**config.mk**
```make
export PLATFORM = sky130hd
export DESIGN_NAME = binary_arithmetic_encoder_top
export DESIGN_NICKNAME = d
export VERILOG_FILES = /design/src/bae_pkg.sv /design/src/bae_ctrl.sv /design/src/bae_datapath.sv /design/src/binary_arithmetic_encoder_top.sv
export SDC_FILE = /design/constraint.sdc
export NUM_CORES = 1
export LEC_CHECK = 0
export BUFFER_PORTS_ARGS = -buffer_cell sky130_fd_sc_hd__buf_2
export CAP_MARGIN = 25
export CORE_MARGIN = 5
export CORE_UTILIZATION = 33
export DETAILED_ROUTE_END_ITERATION = 10
export PLACE_DENSITY = 0.47
export SLEW_MARGIN = 20
export SYNTH_ARGS = -nofsm -noshare
export SYNTH_HDL_FRONTEND = slang
export SYNTH_SLANG_ARGS = --single-unit
```
**constraint.sdc**
```tcl
create_clock -name clock -period 10.1 [get_ports clock]
set_input_delay 1.01 -clock clock [delete_from_list [all_inputs] [get_ports clock]]
set_output_delay 1.01 -clock clock [all_outputs]
set_load 0.005 [all_outputs]
```
**src/bae_pkg.sv**
```systemverilog
// Package for the binary arithmetic encoder: widths, bound constants,
// controller/datapath command and status types. No dependencies.
`timescale 1ns / 1ps

package bae_pkg;

   localparam int PRECISION_BITS = 16;
   localparam int PENDING_WIDTH  = 16;
   localparam int PROB_W         = 16;
   localparam int FOLLOW_W       = 16;
   localparam int RESULT_LIMIT   = 17;
   localparam int CNT_W          = $clog2(RESULT_LIMIT + 1);
   localparam int PROD_W         = PROB_W + PRECISION_BITS;
   localparam int EXT_W          = (PENDING_WIDTH > FOLLOW_W) ? PENDING_WIDTH : FOLLOW_W;

   // stream widths: tdata fields packed from bit 0 up, padded to whole bytes
   localparam int REQ_TDATA_W = ((1 + PROB_W) + 7) / 8 * 8;
   localparam int RSP_TDATA_W = ((1 + FOLLOW_W) + 7) / 8 * 8;
   localparam int RSP_TUSER_W = 2;

   typedef logic [PRECISION_BITS-1:0] bound_type;
   typedef logic [PENDING_WIDTH-1:0]  pending_type;
   typedef logic [FOLLOW_W-1:0]       follow_type;
   typedef logic [PROB_W-1:0]         prob_type;
   typedef logic [PROD_W-1:0]         prod_type;
   typedef logic [CNT_W-1:0]          count_type;

   localparam bound_type   BOUND_MAX       = '1;
   localparam bound_type   BOUND_HALF      = BOUND_MAX >> 1;
   localparam bound_type   BOUND_QUARTER   = BOUND_HALF >> 1;
   localparam bound_type   BOUND_3QUARTERS = bound_type'(3 * BOUND_QUARTER);
   localparam bound_type   QUARTER_STEP    = BOUND_QUARTER + bound_type'(1);
   localparam pending_type PENDING_MAX     = '1;
   localparam follow_type  FOLLOW_MAX      = '1;

   typedef enum logic [2:0] {
      ST_IDLE,
      ST_MUL,
      ST_SPLIT,
      ST_RENORM,
      ST_FLUSH,
      ST_ERROR
   } state_type;

   // what the next renormalization step would do
   typedef enum logic [1:0] {
      STEP_EMIT,
      STEP_SCALE,
      STEP_STOP
   } step_type;

   typedef struct packed {
      logic load;
      logic mul;
      logic split;
      logic step;
      logic finish;
      logic flush;
      logic error;
   } ctrl_cmd_type;

   typedef struct packed {
      logic     flush;
      logic     prob_zero;
      step_type step;
      logic     hold_valid;
      logic     out_free;
   } ctrl_status_type;

   // clamp a pending count to the follow field
   function automatic follow_type sat_follow(pending_type p);
      logic [EXT_W-1:0] ext;
      ext = EXT_W'(p);
      if (ext > EXT_W'(FOLLOW_MAX)) begin
         return FOLLOW_MAX;
      end
      return ext[FOLLOW_W-1:0];
   endfunction

endpackage

```
**src/bae_ctrl.sv**
```systemverilog
// Controller state machine of the arithmetic encoder.
// Depends on bae_pkg; drives the datapath through ctrl_cmd_type.
`timescale 1ns / 1ps

module bae_ctrl (
   input  logic                     clock,
   input  logic                     reset,
   input  logic                     req_tvalid,
   output logic                     req_tready,
   input  bae_pkg::ctrl_status_type sts,
   output bae_pkg::ctrl_cmd_type    cmd
);
   import bae_pkg::*;

   state_type state_ff;
   state_type state_in;

   // state register
   always_ff @(posedge clock) begin
      if (reset) begin
         state_ff <= ST_IDLE;
      end else begin
         state_ff <= state_in;
      end
   end

   // next state and commands
   always_comb begin
      state_in   = state_ff;
      cmd        = '0;
      req_tready = 1'b0;
      case (state_ff)
         ST_IDLE: begin
            req_tready = 1'b1;
            if (req_tvalid) begin
               cmd.load = 1'b1;
               state_in = ST_MUL;
            end
         end
         ST_MUL: begin
            cmd.mul = 1'b1;
            if (sts.flush) begin
               state_in = ST_FLUSH;
            end else if (sts.prob_zero) begin
               state_in = ST_ERROR;
            end else begin
               state_in = ST_SPLIT;
            end
         end
         ST_SPLIT: begin
            cmd.split = 1'b1;
            state_in  = ST_RENORM;
         end
         ST_RENORM: begin
            case (sts.step)
               STEP_EMIT: begin
                  // a held bit must move to the output register first
                  if (!sts.hold_valid || sts.out_free) begin
                     cmd.step = 1'b1;
                  end
               end
               STEP_SCALE: begin
                  cmd.step = 1'b1;
               end
               STEP_STOP: begin
                  if (sts.out_free) begin
                     cmd.finish = 1'b1;
                     state_in   = ST_IDLE;
                  end
               end
               default: begin
                  state_in = ST_IDLE;
               end
            endcase
         end
         ST_FLUSH: begin
            if (sts.out_free) begin
               cmd.flush = 1'b1;
               state_in  = ST_IDLE;
            end
         end
         ST_ERROR: begin
            if (sts.out_free) begin
               cmd.error = 1'b1;
               state_in  = ST_IDLE;
            end
         end
         default: begin
            state_in = ST_IDLE;
         end
      endcase
   end

endmodule

```
**src/bae_datapath.sv**
```systemverilog
// Datapath of the arithmetic encoder: bounds, pending count, multiplier,
// held result and output register. Depends on bae_pkg.
`timescale 1ns / 1ps

module bae_datapath (
   input  logic                     clock,
   input  logic                     reset,
   input  logic                     in_cmd,
   input  logic                     in_bit,
   input  bae_pkg::prob_type        in_prob,
   input  bae_pkg::ctrl_cmd_type    cmd,
   output bae_pkg::ctrl_status_type sts,
   input  logic                     out_ready,
   output logic                     out_valid,
   output logic                     out_has_bit,
   output logic                     out_code_bit,
   output bae_pkg::follow_type      out_follow,
   output logic                     out_status,
   output logic                     out_last
);
   import bae_pkg::*;

   // item registers
   logic        cmd_ff, cmd_in;
   logic        sym_ff, sym_in;
   prob_type    prob_ff, prob_in;
   prod_type    prod_ff, prod_in;
   // coder state
   bound_type   low_ff, low_in;
   bound_type   high_ff, high_in;
   pending_type pend_ff, pend_in;
   count_type   emit_cnt_ff, emit_cnt_in;
   // last emitted bit, held until it is known whether it ends the item
   logic        hold_valid_ff, hold_valid_in;
   logic        hold_bit_ff, hold_bit_in;
   follow_type  hold_follow_ff, hold_follow_in;
   // output register
   logic        out_valid_ff, out_valid_in;
   logic        out_has_ff, out_has_in;
   logic        out_bit_ff, out_bit_in;
   follow_type  out_follow_ff, out_follow_in;
   logic        out_status_ff, out_status_in;
   logic        out_last_ff, out_last_in;

   bound_type   span;
   bound_type   mid;
   bound_type   low_scaled;
   bound_type   high_scaled;
   pending_type pend_inc;
   logic        top_eq;
   logic        scale_ok;
   logic        out_free;
   step_type    step_kind;

   // interval arithmetic and step decision
   always_comb begin
      span        = high_ff - low_ff;
      mid         = low_ff + prod_ff[PROD_W-1:PROB_W];
      low_scaled  = (low_ff - QUARTER_STEP) << 1;
      high_scaled = ((high_ff - QUARTER_STEP) << 1) | bound_type'(1);
      pend_inc    = (pend_ff == PENDING_MAX) ? pend_ff : pend_ff + pending_type'(1);
      top_eq      = (high_ff[PRECISION_BITS-1] == low_ff[PRECISION_BITS-1]);
      scale_ok    = (low_ff > BOUND_QUARTER) && (high_ff <= BOUND_3QUARTERS);
      out_free    = !out_valid_ff || out_ready;
      if (emit_cnt_ff == count_type'(RESULT_LIMIT)) begin
         step_kind = STEP_STOP;
      end else if (top_eq) begin
         step_kind = STEP_EMIT;
      end else if (scale_ok) begin
         step_kind = STEP_SCALE;
      end else begin
         step_kind = STEP_STOP;
      end
   end

   always_comb begin
      sts.flush      = cmd_ff;
      sts.prob_zero  = (prob_ff == '0);
      sts.step       = step_kind;
      sts.hold_valid = hold_valid_ff;
      sts.out_free   = out_free;
   end

   // next-value logic
   always_comb begin
      cmd_in         = cmd_ff;
      sym_in         = sym_ff;
      prob_in        = prob_ff;
      prod_in        = prod_ff;
      low_in         = low_ff;
      high_in        = high_ff;
      pend_in        = pend_ff;
      emit_cnt_in    = emit_cnt_ff;
      hold_valid_in  = hold_valid_ff;
      hold_bit_in    = hold_bit_ff;
      hold_follow_in = hold_follow_ff;
      out_valid_in   = out_valid_ff && !out_ready;
      out_has_in     = out_has_ff;
      out_bit_in     = out_bit_ff;
      out_follow_in  = out_follow_ff;
      out_status_in  = out_status_ff;
      out_last_in    = out_last_ff;

      // capture the accepted transaction
      if (cmd.load) begin
         cmd_in      = in_cmd;
         sym_in      = in_bit;
         prob_in     = in_prob;
         emit_cnt_in = '0;
      end

      // split product, registered before the add
      if (cmd.mul) begin
         prod_in = PROD_W'(prob_ff) * PROD_W'(span);
      end

      // narrow the interval to the coded symbol
      if (cmd.split) begin
         if (sym_ff) begin
            low_in = mid + bound_type'(1);
         end else begin
            high_in = mid;
         end
      end

      // one renormalization step
      if (cmd.step) begin
         case (step_kind)
            STEP_EMIT: begin
               if (hold_valid_ff) begin
                  out_valid_in  = 1'b1;
                  out_has_in    = 1'b1;
                  out_bit_in    = hold_bit_ff;
                  out_follow_in = hold_follow_ff;
                  out_status_in = 1'b0;
                  out_last_in   = 1'b0;
               end
               hold_valid_in  = 1'b1;
               hold_bit_in    = high_ff[PRECISION_BITS-1];
               hold_follow_in = sat_follow(pend_ff);
               high_in        = {high_ff[PRECISION_BITS-2:0], 1'b1};
               low_in         = {low_ff[PRECISION_BITS-2:0], 1'b0};
               pend_in        = '0;
               emit_cnt_in    = emit_cnt_ff + count_type'(1);
            end
            STEP_SCALE: begin
               high_in = high_scaled;
               low_in  = low_scaled;
               pend_in = pend_inc;
            end
            default: begin
            end
         endcase
      end

      // close the item: held bit goes out as last, or an empty result
      if (cmd.finish) begin
         out_valid_in  = 1'b1;
         out_has_in    = hold_valid_ff;
         out_bit_in    = hold_valid_ff && hold_bit_ff;
         out_follow_in = hold_valid_ff ? hold_follow_ff : '0;
         out_status_in = 1'b0;
         out_last_in   = 1'b1;
         hold_valid_in = 1'b0;
      end

      // flush: final bit and return to the initial interval
      if (cmd.flush) begin
         out_valid_in  = 1'b1;
         out_has_in    = 1'b1;
         out_bit_in    = !(low_ff < BOUND_QUARTER);
         out_follow_in = sat_follow(pend_inc);
         out_status_in = 1'b0;
         out_last_in   = 1'b1;
         low_in        = '0;
         high_in       = BOUND_MAX;
         pend_in       = '0;
      end

      // zero probability: error result, state untouched
      if (cmd.error) begin
         out_valid_in  = 1'b1;
         out_has_in    = 1'b0;
         out_bit_in    = 1'b0;
         out_follow_in = '0;
         out_status_in = 1'b1;
         out_last_in   = 1'b1;
      end
   end

   // control registers
   always_ff @(posedge clock) begin
      if (reset) begin
         low_ff        <= '0;
         high_ff       <= BOUND_MAX;
         pend_ff       <= '0;
         emit_cnt_ff   <= '0;
         hold_valid_ff <= 1'b0;
         out_valid_ff  <= 1'b0;
      end else begin
         low_ff        <= low_in;
         high_ff       <= high_in;
         pend_ff       <= pend_in;
         emit_cnt_ff   <= emit_cnt_in;
         hold_valid_ff <= hold_valid_in;
         out_valid_ff  <= out_valid_in;
      end
   end

   // payload registers
   always_ff @(posedge clock) begin
      cmd_ff         <= cmd_in;
      sym_ff         <= sym_in;
      prob_ff        <= prob_in;
      prod_ff        <= prod_in;
      hold_bit_ff    <= hold_bit_in;
      hold_follow_ff <= hold_follow_in;
      out_has_ff     <= out_has_in;
      out_bit_ff     <= out_bit_in;
      out_follow_ff  <= out_follow_in;
      out_status_ff  <= out_status_in;
      out_last_ff    <= out_last_in;
   end

   assign out_valid    = out_valid_ff;
   assign out_has_bit  = out_has_ff;
   assign out_code_bit = out_bit_ff;
   assign out_follow   = out_follow_ff;
   assign out_status   = out_status_ff;
   assign out_last     = out_last_ff;

endmodule

```
**src/binary_arithmetic_encoder_top.sv**
```systemverilog
// Binary arithmetic encoder with 16-bit bounds and E1/E2/E3 scaling.
// An encode transaction runs a registered multiply, the interval split and
// a renormalization loop that applies one step (halving or middle scaling)
// per cycle unless a held bit waits for the output register; a flush or a
// zero-probability transaction skips the split and the loop. A result
// waiting in the output register does not hold off the next request.
// Depends on bae_pkg, bae_ctrl and bae_datapath.
`timescale 1ns / 1ps

module binary_arithmetic_encoder_top (
   input  logic                                clock,
   input  logic                                reset,
   // request stream
   input  logic                                req_tvalid,
   output logic                                req_tready,
   input  logic [bae_pkg::REQ_TDATA_W-1:0]     req_tdata,  // [0] bit_in, [16:1] prob_zero
   input  logic                                req_tuser,  // [0] cmd
   // response stream
   output logic                                rsp_tvalid,
   input  logic                                rsp_tready,
   output logic [bae_pkg::RSP_TDATA_W-1:0]     rsp_tdata,  // [0] code_bit, [16:1] follow_count
   output logic [bae_pkg::RSP_TUSER_W-1:0]     rsp_tuser,  // [0] has_bit, [1] status
   output logic                                rsp_tlast
);
   import bae_pkg::*;

   ctrl_cmd_type    cmd;
   ctrl_status_type sts;
   logic            out_has_bit;
   logic            out_code_bit;
   follow_type      out_follow;
   logic            out_status;

   bae_ctrl u_ctrl (
      .clock      (clock),
      .reset      (reset),
      .req_tvalid (req_tvalid),
      .req_tready (req_tready),
      .sts        (sts),
      .cmd        (cmd)
   );

   bae_datapath u_datapath (
      .clock        (clock),
      .reset        (reset),
      .in_cmd       (req_tuser),
      .in_bit       (req_tdata[0]),
      .in_prob      (req_tdata[PROB_W:1]),
      .cmd          (cmd),
      .sts          (sts),
      .out_ready    (rsp_tready),
      .out_valid    (rsp_tvalid),
      .out_has_bit  (out_has_bit),
      .out_code_bit (out_code_bit),
      .out_follow   (out_follow),
      .out_status   (out_status),
      .out_last     (rsp_tlast)
   );

   // response packing
   assign rsp_tdata = RSP_TDATA_W'({out_follow, out_code_bit});
   assign rsp_tuser = {out_status, out_has_bit};

endmodule

```
==> flow_summary_export.csv, run 1 <==
group,metric,value,unit
clock_network,cts_sinks,129,
clock_network,cts_setup_buffers,0,
routing,drc,0,
logic_synthesis,yosysSeqAreaShare,20.5,%
logic_synthesis,synth_top_area_share,25.9,%
clock_network,cts-resized-gates,0,
logic_synthesis,synth_edf_count,51,
critical_path,critPathArrivalTime,8.81,ns
grt,grt_pass1_vias,11675,
clock_network,cts-buffers-inserted,17,
logic_synthesis,yosys_warnings,0,
run_status,outcome,"finished clean",
critical_path,cp_slowest_cell,"xnor2_1",
critical_path,cp-start-kind,"flop",
routing,num_vias,11370,
routing,antenna_left,0,
grt,grt_max_degree,33,
logic_synthesis,ys_async_sr_fraction,0,%
critical_path,cpMostUsedCell,"fa_1",
cells_and_area,drive_gt1_share,7.30,%
grt,grt_usage,16.0,%
critical_path,critical-path-max-stage-delay,0.67,ns
logic_synthesis,synth_area_per_cell,8.99,um2
timing,fin_worst_skew,0.0116,ns
floorplanning,start_util,33.3,%
timing,slew_headroom,30.0,%
floorplanning,die_y,224,um
job,drv_cap,0,
floorplanning,rows,78,
cells_and_area,fin_area,16400,um2
timing,setup_viol,0,
grt,antenna_found_initial,0,
logic_synthesis,synthCells,1675,
logic_synthesis,ys_types,77,
critical_path,cp-startpoint,"u_datapath.low_ff[1]$_SDFF_PP0_",
place,io_buffers,43,
timing,hold_violations,0,
grt,grt_pass1_wl,64.0,mm
critical_path,regToRegStartpoint,"u_datapath.low_ff[1]$_SDFF_PP0_",
clock_network,clkTransAtPathRegs,0.06,ns
cells_and_area,syn2layout_area_growth,9.23,%
timing,min_period,8.62,ns
place,place_area,15900,um2
logic_synthesis,synth_largest_area_cell,"fa_1",
floorplanning,dieArea,50000,um2
routing,wirelength,39.0,mm
critical_path,crit_fanout,10,
clock_network,ctsHoldBuffers,0,
critical_path,crit_type,"reg -> reg",
cells_and_area,num-fill-cells,4719,
timing,max_freq,116,MHz
routing,post_drt_via_cell_ratio,4.95,
clock_network,clock_path_buffers,2,
cells_and_area,nNetsFinal,2046,
floorplanning,fp.dieW,224,um
grt,gr-total-overflow,0,
routing,drt_first_iter_violations,600,
place,pre_cts_ws,1.50,ns
logic_synthesis,synthFlopType,"dfxtp_1",
routing,firstDrtPassIters,5,
logic_synthesis,synth.area.top_cells,"fa_1 26%, ha_1 11%, dfxtp_1 10%, edfxtp_1 10%, inv_1 6.7%",
clock_network,cts_root_buf,"clkbuf_16",
floorplanning,ios,58,
logic_synthesis,ys_ff_latch,129,
clock_network,htreeDepth,4,
timing,worst_slack,1.48,ns
timing,tns,0,ns
timing,drv_slew,0,
timing,rsz0062_at_grt,"false",
critical_path,cp.required,10.29,ns
floorplanning,coreArea,45300,um2
critical_path,end_kind,"flop",
timing,tightestPinTransition,1.05,ns
routing,wire_per_inst,17.0,um
logic_synthesis,syn_area,15100,um2
clock_network,cts_tree,"built",
worst_hold_path,hold_start,"u_datapath.out_last$_SDFFE_PP1P_",
place,dpl.hpwl,29.0,mm
cells_and_area,diodes,0,
timing,fin_crit_sh,85.4,%
worst_hold_path,min_path_type,"reg -> reg",
clock_network,clock_latency,0.45,ns
place,gp_congestion,0.821,
[worst paths after layout]
| check | endpoint | slack (ns) | depth (start not counted) |
|---|---|---|---|
| worst max-delay path | u_datapath.prod_ff[31]$_DFFE_PP_ | 1.48 | 30 |
| worst min-delay path | u_datapath.out_last$_SDFFE_PP1P_ | 0.47 | 1 |
| worst max register to register | u_datapath.prod_ff[31]$_DFFE_PP_ | 1.48 | 30 |
| worst min register to register | u_datapath.out_last$_SDFFE_PP1P_ | 0.47 | 1 |
[synthesized netlist by cell type (3+ instances only)]
cell type	number
a21oi_2	3
nor3_1	31
a31oi_1	6
nand2b_1	20
or3_1	4
dfxtp_1	78
a21o_1	13
a221oi_1	14
fa_1	195
o22ai_1	3
nor2_1	77
a211o_1	4
buf_4	12
o21bai_1	3
nand3b_1	3
and4_1	3
or2_2	5
mux2_2	3
and3_1	10
xnor2_1	45
nor4_1	9
ha_1	136
and2_1	105
nor2b_1	13
clkbuf_1	51
o21ai_0	41
a211oi_1	16
nand4_1	19
buf_2	11
nand2_1	219
o21a_1	7
nand3_1	27
o211ai_1	14
mux2i_1	11
a21oi_1	65
edfxtp_1	51
xor2_1	23
inv_1	270
o31ai_1	9
[registers in the layout, indices dropped and copies added (netlist names), 5 cells and up]
register and flops:
u_datapath.high_ff 16, u_datapath.hold_follow_ff 16, u_datapath.low_ff 16, u_datapath.out_follow 16, u_datapath.pend_ff 16, u_datapath.prob_ff 16
u_datapath.prod_ff 16, u_datapath.emit_cnt_ff 5
[metrics by stage]
| step | util, % | std cells | hold slack, ns |
|---|---|---|---|
| 2_1_floorplan | - | 1681 | 0.403 |
| 3_3_place_gp | 35.0 | 2266 | 0.432 |
| 6_report | 36.3 | 2299 | 0.466 |
| 3_5_place_dp | 35.0 | 2266 | 0.450 |
| 5_1_grt | 36.3 | 2299 | 0.487 |
| 4_1_cts | 36.3 | 2298 | 0.464 |
[critical path: cells and delay by family (launching register included)]
family,cells,cell delay (ns)
flip-flops,1,0.48
adder cells (fa/ha/maj),8,3.57
buffers and inverters,5,0.62
AO/OA/AOI/OAI,13,2.73
XOR/XNOR,2,0.75
AND/OR/NAND/NOR,2,0.21
[per-layer routing]
layer,part of all wire (%),vias to the layer above,GRT usage [%]
li1,-,5437,-
met1,47,5708,22.0
met2,48,184,27.0
met3,3.6,41,2.00
met4,1.8,0,3.93
met5,0,-,0
[cell type report]
class | count | area (um2) | area share (%)
clock buffer | 18 | 429 | 2.61
clock inverter | 14 | 144 | 0.875
inverter | 271 | 1020 | 6.18
multi-input combinational | 1205 | 10600 | 64.7
sequential | 129 | 3090 | 18.8
tap | 600 | 751 | 4.56
timing repair buffer | 62 | 365 | 2.22
[cell families (layout without fill, tap and decap cells)]
kind of cell / Yosys count / count (layout) / synth area share (%)
and+or+nand+nor: 556 / 556 / 18.0
buffers and inverters: 347 / 365 / 9.04
adders and majority gates: 331 / 331 / 37.2
AOI/OAI and AO/OA: 228 / 228 / 10.1
DFF: 129 / 129 / 20.5
xor gates and xnor gates: 69 / 69 / 4.06
muxes: 14 / 14 / 0.956
other: 1 / 7 / 0.0249
[cells in the final DEF, fill, tap and decap left out, types with 16 or more instances in the layout]
cell type and count:
dfxtp_1 78, a211oi_1 16, xor2_1 23, inv_1 270
buf_2 43, nand3_1 27, o21ai_0 41, nand2_1 219
nor3_1 30, fa_1 195, ha_1 136, xnor2_1 43
edfxtp_1 51, a21oi_1 65, nand2b_1 20, clkbuf_16 17
nand4_1 19, buf_4 18, nor2_1 76, and2_1 105
Power of run 1 is not shown: default switching activity piles up to over one toggle a cycle in this logic, so the estimate is an artifact.
==> inputs of run 2 (changes only) <==
--- a/config.mk
+++ b/config.mk
@@ -5,6 +5,7 @@
 export SDC_FILE = /design/constraint.sdc
 export NUM_CORES = 1
 export LEC_CHECK = 0
+export ABC_AREA = 1
 export BUFFER_PORTS_ARGS = -buffer_cell sky130_fd_sc_hd__buf_2
 export CAP_MARGIN = 25
 export CORE_MARGIN = 5
==> run 2 against run 1 <==
Worst hold slack got worse by 0.031 ns. Clock skew fell by 0.0014 ns. Count of clock-buffer cells in the layout did not move. Non-clock buffer count fell by 4. Utilization fell by 0.32 points. Critical path depth rose by 3. Cell area rose by 6.5%. Worst setup slack improved by 0.77 ns.
==> flow_summary_export.csv, run 2 <==
group,metric,value,unit
run_status,outcome,"finished clean",
cells_and_area,final_common_cell,"nand2_1",
logic_synthesis,synth_area_per_cell,7.64,um2
cells_and_area,syn2layout_area_growth,8.69,%
logic_synthesis,synth_top_area_share,24.2,%
logic_synthesis,yosys_warnings,0,
critical_path,crit_type,"reg -> reg",
timing,tns,0,ns
critical_path,end_kind,"flop",
logic_synthesis,synth_common_cells,"472 x nand2_1, 409 x inv_1, 205 x nor2_1",
routing,drc,0,
grt,grt_usage,18.2,%
grt,grt_pass1_wl,76.2,mm
grt,grt_max_degree,40,
clock_network,cts-buffers-inserted,17,
floorplanning,die_y,231,um
clock_network,cts_setup_buffers,0,
routing,drt_first_iter_violations,858,
job,drv_cap,0,
place,post-place-cells,2735,
critical_path,crit_buf_inv,7,
routing,num_vias,13624,
routing,firstDrtPassIters,5,
timing,drv_slew,0,
critical_path,cpLargestDelayFamily,"adder cells",
worst_hold_path,hold_end,"u_datapath.hold_follow_ff[14]$_DFFE_PP_",
critical_path,cp.required,10.30,ns
clock_network,clkTransAtPathRegs,0.06,ns
critical_path,cp_slowest_cell,"fa_1",
worst_hold_path,hold_start,"u_datapath.pend_ff[14]$_SDFFE_PP0P_",
logic_synthesis,syn_area,16100,um2
clock_network,cts_tree,"built",
grt,gr-total-overflow,0,
timing,setup_viol,0,
place,dpl.hpwl,37.8,mm
cells_and_area,num-fill-cells,5217,
clock_network,cts_sinks,129,
timing,min_period,7.85,ns
grt,antenna_found_initial,0,
place,io_buffers,43,
clock_network,ctsHoldBuffers,0,
worst_hold_path,min_path_type,"reg -> reg",
critical_path,cp-startpoint,"u_datapath.low_ff[0]$_SDFF_PP0_",
floorplanning,fp.dieW,231,um
floorplanning,dieArea,53300,um2
clock_network,cts_root_buf,"clkbuf_16",
critical_path,worstReg2RegEnd,"u_datapath.prod_ff[27]$_DFFE_PP_",
floorplanning,start_util,33.1,%
timing,slew_headroom,44.2,%
clock_network,htreeDepth,4,
logic_synthesis,synth_largest_area_cell,"fa_1",
timing,max_freq,127,MHz
timing,tightestPinTransition,0.837,ns
timing,rsz0062_at_grt,"false",
clock_network,clock_path_buffers,2,
logic_synthesis,synth.area.top_cells,"fa_1 24%, nand2_1 11%, ha_1 11%, dfxtp_1 9.7%, inv_1 9.5%",
place,gp_congestion,0.863,
cells_and_area,final_cell_count_no_fill,2767,
critical_path,cp-start-kind,"flop",
logic_synthesis,ys_async_sr_fraction,0,%
critical_path,critical-path-max-stage-delay,0.60,ns
routing,antenna_left,0,
logic_synthesis,synthFlopType,"dfxtp_1",
routing,wire_per_inst,17.2,um
floorplanning,ios,58,
logic_synthesis,synth_edf_count,51,
logic_synthesis,synthCells,2108,
logic_synthesis,yosysMostFrequentCell,"nand2_1",
timing,fin_worst_skew,0.0102,ns
routing,wirelength,47.5,mm
clock_network,cts-resized-gates,0,
critical_path,ff2ff_setup_slack,2.25,ns
critical_path,regToRegStartpoint,"u_datapath.low_ff[0]$_SDFF_PP0_",
floorplanning,rows,81,
cells_and_area,drive_gt1_share,6.57,%
critical_path,crit_fanout,13,
critical_path,critPathArrivalTime,8.05,ns
cells_and_area,diodes,0,
routing,post_drt_via_cell_ratio,4.92,
grt,grt_pass1_vias,13729,
critical_path,cpMostUsedCell,"nand2_1",
cells_and_area,nNetsFinal,2493,
timing,fin_crit_sh,77.7,%
worst_hold_path,hold-path-cell-count,0,
logic_synthesis,yosysSeqAreaShare,19.2,%
logic_synthesis,ys_ff_latch,129,
critical_path,r2r_cells,33,
clock_network,clock_latency,0.44,ns
cells_and_area,final_cell_mix,"472 x nand2_1, 409 x inv_1, 205 x nor2_1",
timing,hold_violations,0,
floorplanning,coreArea,48600,um2
logic_synthesis,ys_types,54,
run 2: changes by cell type after synthesis, moves of 13 or more:
cell      change
a211oi_1     -16
a21oi_1      +34
a221oi_1     -14
and2_1      -104
clkbuf_1     -24
inv_1       +139
nand2_1     +253
nand2b_1     -20
nand3_1      +55
nand3b_1     +16
nor2_1      +128
nor2b_1      -13
o21ai_0      +57
xnor2_1      -35
run 2: stage by stage:
stage	instance area, um2	util (%)	setup slack [ns]	hold WS [ns]
global placement	16900	34.8	2.15	0.414
global route	17500	36.0	1.84	0.462
floorplan	16100	-	3.41	0.408
detailed placement	16900	34.8	2.13	0.419
finish	17500	36.0	2.25	0.435
CTS	17500	36.0	2.09	0.436
run 2: worst register-to-register path, delay by kind of cell (launching register included):
kind | cells | cell delay [ns]
AO/OA/AOI/OAI | 6 | 1.06
buffers and inverters | 7 | 0.87
adder cells (fa/ha/maj) | 9 | 4.15
flip-flops | 1 | 0.47
AND/OR/NAND/NOR | 11 | 1.05
run 2: kinds of logic after synthesis:
kind of cell / share of synthesized area [%]
buffers and inverters: 11.9
adder cells (fa/ha/maj): 34.8
XOR/XNOR: 2.43
AND/OR/NAND/NOR: 23.2
AO/OA/AOI/OAI: 8.46
other: 0.0233
flip-flops: 19.2
run 2: worst max-delay path by stage:
stage / to / slack [ns] / cells past startpoint
after floorplan: u_datapath.prod_ff[28]$_DFFE_PP_ / 3.41 / 33
after global placement: u_datapath.prod_ff[27]$_DFFE_PP_ / 2.15 / 29
after detailed placement: u_datapath.prod_ff[28]$_DFFE_PP_ / 2.13 / 27
after CTS: u_datapath.prod_ff[28]$_DFFE_PP_ / 2.09 / 27
after global routing: u_datapath.prod_ff[27]$_DFFE_PP_ / 1.84 / 33
final: u_datapath.prod_ff[27]$_DFFE_PP_ / 2.25 / 33
run 2: cell type report:
| class | count | area (um2) | area share, % |
|---|---|---|---|
| clock buffers | 18 | 439 | 2.51 |
| well taps | 622 | 778 | 4.44 |
| repair buffers | 58 | 328 | 1.87 |
| multi-input cells | 1499 | 11100 | 63.6 |
| clock inverters | 13 | 130 | 0.743 |
| flip-flops and latches | 129 | 3090 | 17.7 |
| inverters | 428 | 1610 | 9.19 |
run 2: metal layers:
layer	global-route usage (%)	up-vias	wire, um	part of all wire, %
li1	-	6616	-	-
met1	24.3	6645	21200	45
met2	30.7	303	23100	49
met4	5.09	0	1140	2.4
met3	2.71	60	2030	4.3
met5	0	-	0	0
Power of run 2 is left out for the same reason.
==> inputs of run 3 (changes only) <==
--- a/config.mk
+++ b/config.mk
@@ -11,7 +11,7 @@
 export CORE_MARGIN = 5
 export CORE_UTILIZATION = 33
 export DETAILED_ROUTE_END_ITERATION = 10
-export PLACE_DENSITY = 0.47
+export PLACE_DENSITY = 0.49
 export SLEW_MARGIN = 20
 export SYNTH_ARGS = -nofsm -noshare
 export SYNTH_HDL_FRONTEND = slang
==> constraint.sdc (replaced) <==
create_clock -name clock -period 6.5 [get_ports clock]
set_input_delay 0.65 -clock clock [delete_from_list [all_inputs] [get_ports clock]]
set_output_delay 0.65 -clock clock [all_outputs]
set_load 0.005 [all_outputs]
==> run 3 against run 2 <==
The run now ends with negative setup slack left. Wire length grew 6.3%. Final cell count grew 7.0%. Via count is 5.9% higher. Critical path type unchanged.
==> flow_summary_export.csv, run 3 (synthesis results as in run 2) <==
group,metric,value,unit
grt,grt_pass1_vias,14911,
grt,grt_max_degree,40,
routing,wirelength,50.5,mm
run_status,outcome,"finished with violations",
grt,grt_use_met2,32.0,%
place,gp_congestion,0.900,
critical_path,ff2ff_setup_slack,-0.20,ns
critical_path,cp.required,6.68,ns
worst_hold_path,hold_end,"u_datapath.prob_ff[12]$_DFFE_PP_",
grt,grt.met3_usage,4.07,%
run_status,failed_checks,"negative setup slack",
critical_path,cpLargestDelayFamily,"adder cells",
cells_and_area,syn2layout_area_growth,25.8,%
clock_network,clkTransAtPathRegs,0.06,ns
timing,drv_slew,0,
routing,drt_first_iter_violations,850,
cells_and_area,final_common_cell,"nand2_1",
critical_path,end_kind,"flop",
worst_hold_path,hold_start,"req_tdata[13]",
critical_path,cpMostUsedCell,"fa_1",
cells_and_area,post-route-util,41.7,%
timing,slew_headroom,45.5,%
timing,worst_slack,-0.203,ns
critical_path,crit_buf_inv,7,
timing,max_freq,149,MHz
worst_hold_path,min_path_type,"in -> reg",
grt,grt_busiest_layer,"met2",
critical_path,cp-start-kind,"flop",
cells_and_area,diodes,0,
timing,tns,-1.94,ns
timing,hold_violations,0,
clock_network,htreeDepth,4,
critical_path,r2r_cells,29,
grt,grt_usage,19.2,%
job,drv_cap,0,
place,io_buffers,43,
timing,rsz0062_at_grt,"true",
routing,antenna_left,0,
routing,post_drt_via_cell_ratio,4.87,
critical_path,crit_type,"reg -> reg",
clock_network,cts_sinks,129,
timing,setup_viol,14,
clock_network,ctsHoldBuffers,0,
floorplanning,die_y,231,um
place,dpl.hpwl,40.8,mm
grt,antenna_found_initial,0,
cells_and_area,drive_gt1_share,23.4,%
timing,tightestPinTransition,0.813,ns
timing,fin_crit_sh,103,%
floorplanning,ios,58,
critical_path,cp_slowest_cell,"fa_1",
routing,drc,0,
floorplanning,rows,81,
routing,firstDrtPassIters,5,
timing,min_period,6.70,ns
floorplanning,start_util,33.1,%
floorplanning,coreArea,48600,um2
critical_path,regToRegStartpoint,"u_datapath.high_ff[0]$_SDFF_PP1_",
grt,grt_pass1_wl,80.3,mm
clock_network,cts-buffers-inserted,17,
critical_path,critical-path-max-stage-delay,0.56,ns
floorplanning,fp.dieW,231,um
cells_and_area,nNetsFinal,2686,
clock_network,cts_root_buf,"clkbuf_16",
critical_path,critPathArrivalTime,6.89,ns
routing,num_vias,14427,
routing,wire_per_inst,17.1,um
critical_path,worstReg2RegEnd,"u_datapath.prod_ff[29]$_DFFE_PP_",
floorplanning,dieArea,53300,um2
critical_path,crit_fanout,5,
timing,holdWs,0.386,ns
clock_network,clock_latency,0.44,ns
grt,grtUsageMet1,24.9,%
timing,fin_worst_skew,0.0121,ns
clock_network,clock_path_buffers,2,
cells_and_area,final_cell_mix,"434 x nand2_1, 368 x inv_1, 190 x buf_4",
worst_hold_path,hold-path-cell-count,1,
clock_network,cts_tree,"built",
grt,gr-total-overflow,0,
## run 3: changes by cell type in the layout (fill, tap and decap cells not counted), moves of 30 or more
cell	change
buf_4	+175
ha_1	-32
ha_4	+30
inv_1	-41
inv_2	+36
nand2_1	-38
## run 3: cell type report
class | count | area [um2]
tap | 622 | 778
multi-input combinational | 1500 | 12300
fill | 5020 | 28400
clock inverter | 12 | 141
clock buffer | 20 | 478
timing repair buffer | 250 | 1870
inverter | 428 | 1630
sequential | 129 | 3100
## run 3: worst max-delay path by stage
stage,slack [ns],cells after the start,end,from
floorplan,-0.003,29,u_datapath.prod_ff[28]$_DFFE_PP_,u_datapath.high_ff[0]$_SDFF_PP1_
global placement,-0.58,29,u_datapath.prod_ff[28]$_DFFE_PP_,u_datapath.high_ff[0]$_SDFF_PP1_
detailed placement,-0.59,29,u_datapath.prod_ff[28]$_DFFE_PP_,u_datapath.high_ff[0]$_SDFF_PP1_
CTS,-0.31,30,u_datapath.prod_ff[29]$_DFFE_PP_,u_datapath.high_ff[0]$_SDFF_PP1_
global route,-0.46,30,u_datapath.prod_ff[29]$_DFFE_PP_,u_datapath.high_ff[0]$_SDFF_PP1_
finish,-0.20,29,u_datapath.prod_ff[29]$_DFFE_PP_,u_datapath.high_ff[0]$_SDFF_PP1_
## run 3: stage by stage
| stage | cells | area [um2] | setup WS [ns] |
|---|---|---|---|
| 6_report | 2961 | 20300 | -0.203 |
| 5_1_grt | 2961 | 20300 | -0.461 |
| 4_1_cts | 2952 | 19700 | -0.314 |
| 3_5_place_dp | 2901 | 18300 | -0.589 |
| 3_3_place_gp | 2901 | 18300 | -0.582 |
| 2_1_floorplan | 2114 | 16200 | -0.00320 |
## run 3: layer usage
layer,up-vias,wire length (um),share of wire [%]
met5,-,0,0
met4,0,1630,3.2
met3,83,2650,5.3
met2,326,24400,48
met1,7025,21800,43
li1,6993,-,-
## run 3: repair_timing
| action | 4_1_cts | 5_1_grt |
|---|---|---|
| endpoints found under the setup margin | 16 | 16 |
| buffers inserted | 20 | 11 |
| pin swaps | 91 | 83 |
| gates cloned | 1 | 0 |
| hold endpoints to repair | 0 | 0 |
| resized for setup | 167 | 112 |
Power of run 3 is left out for the same reason.
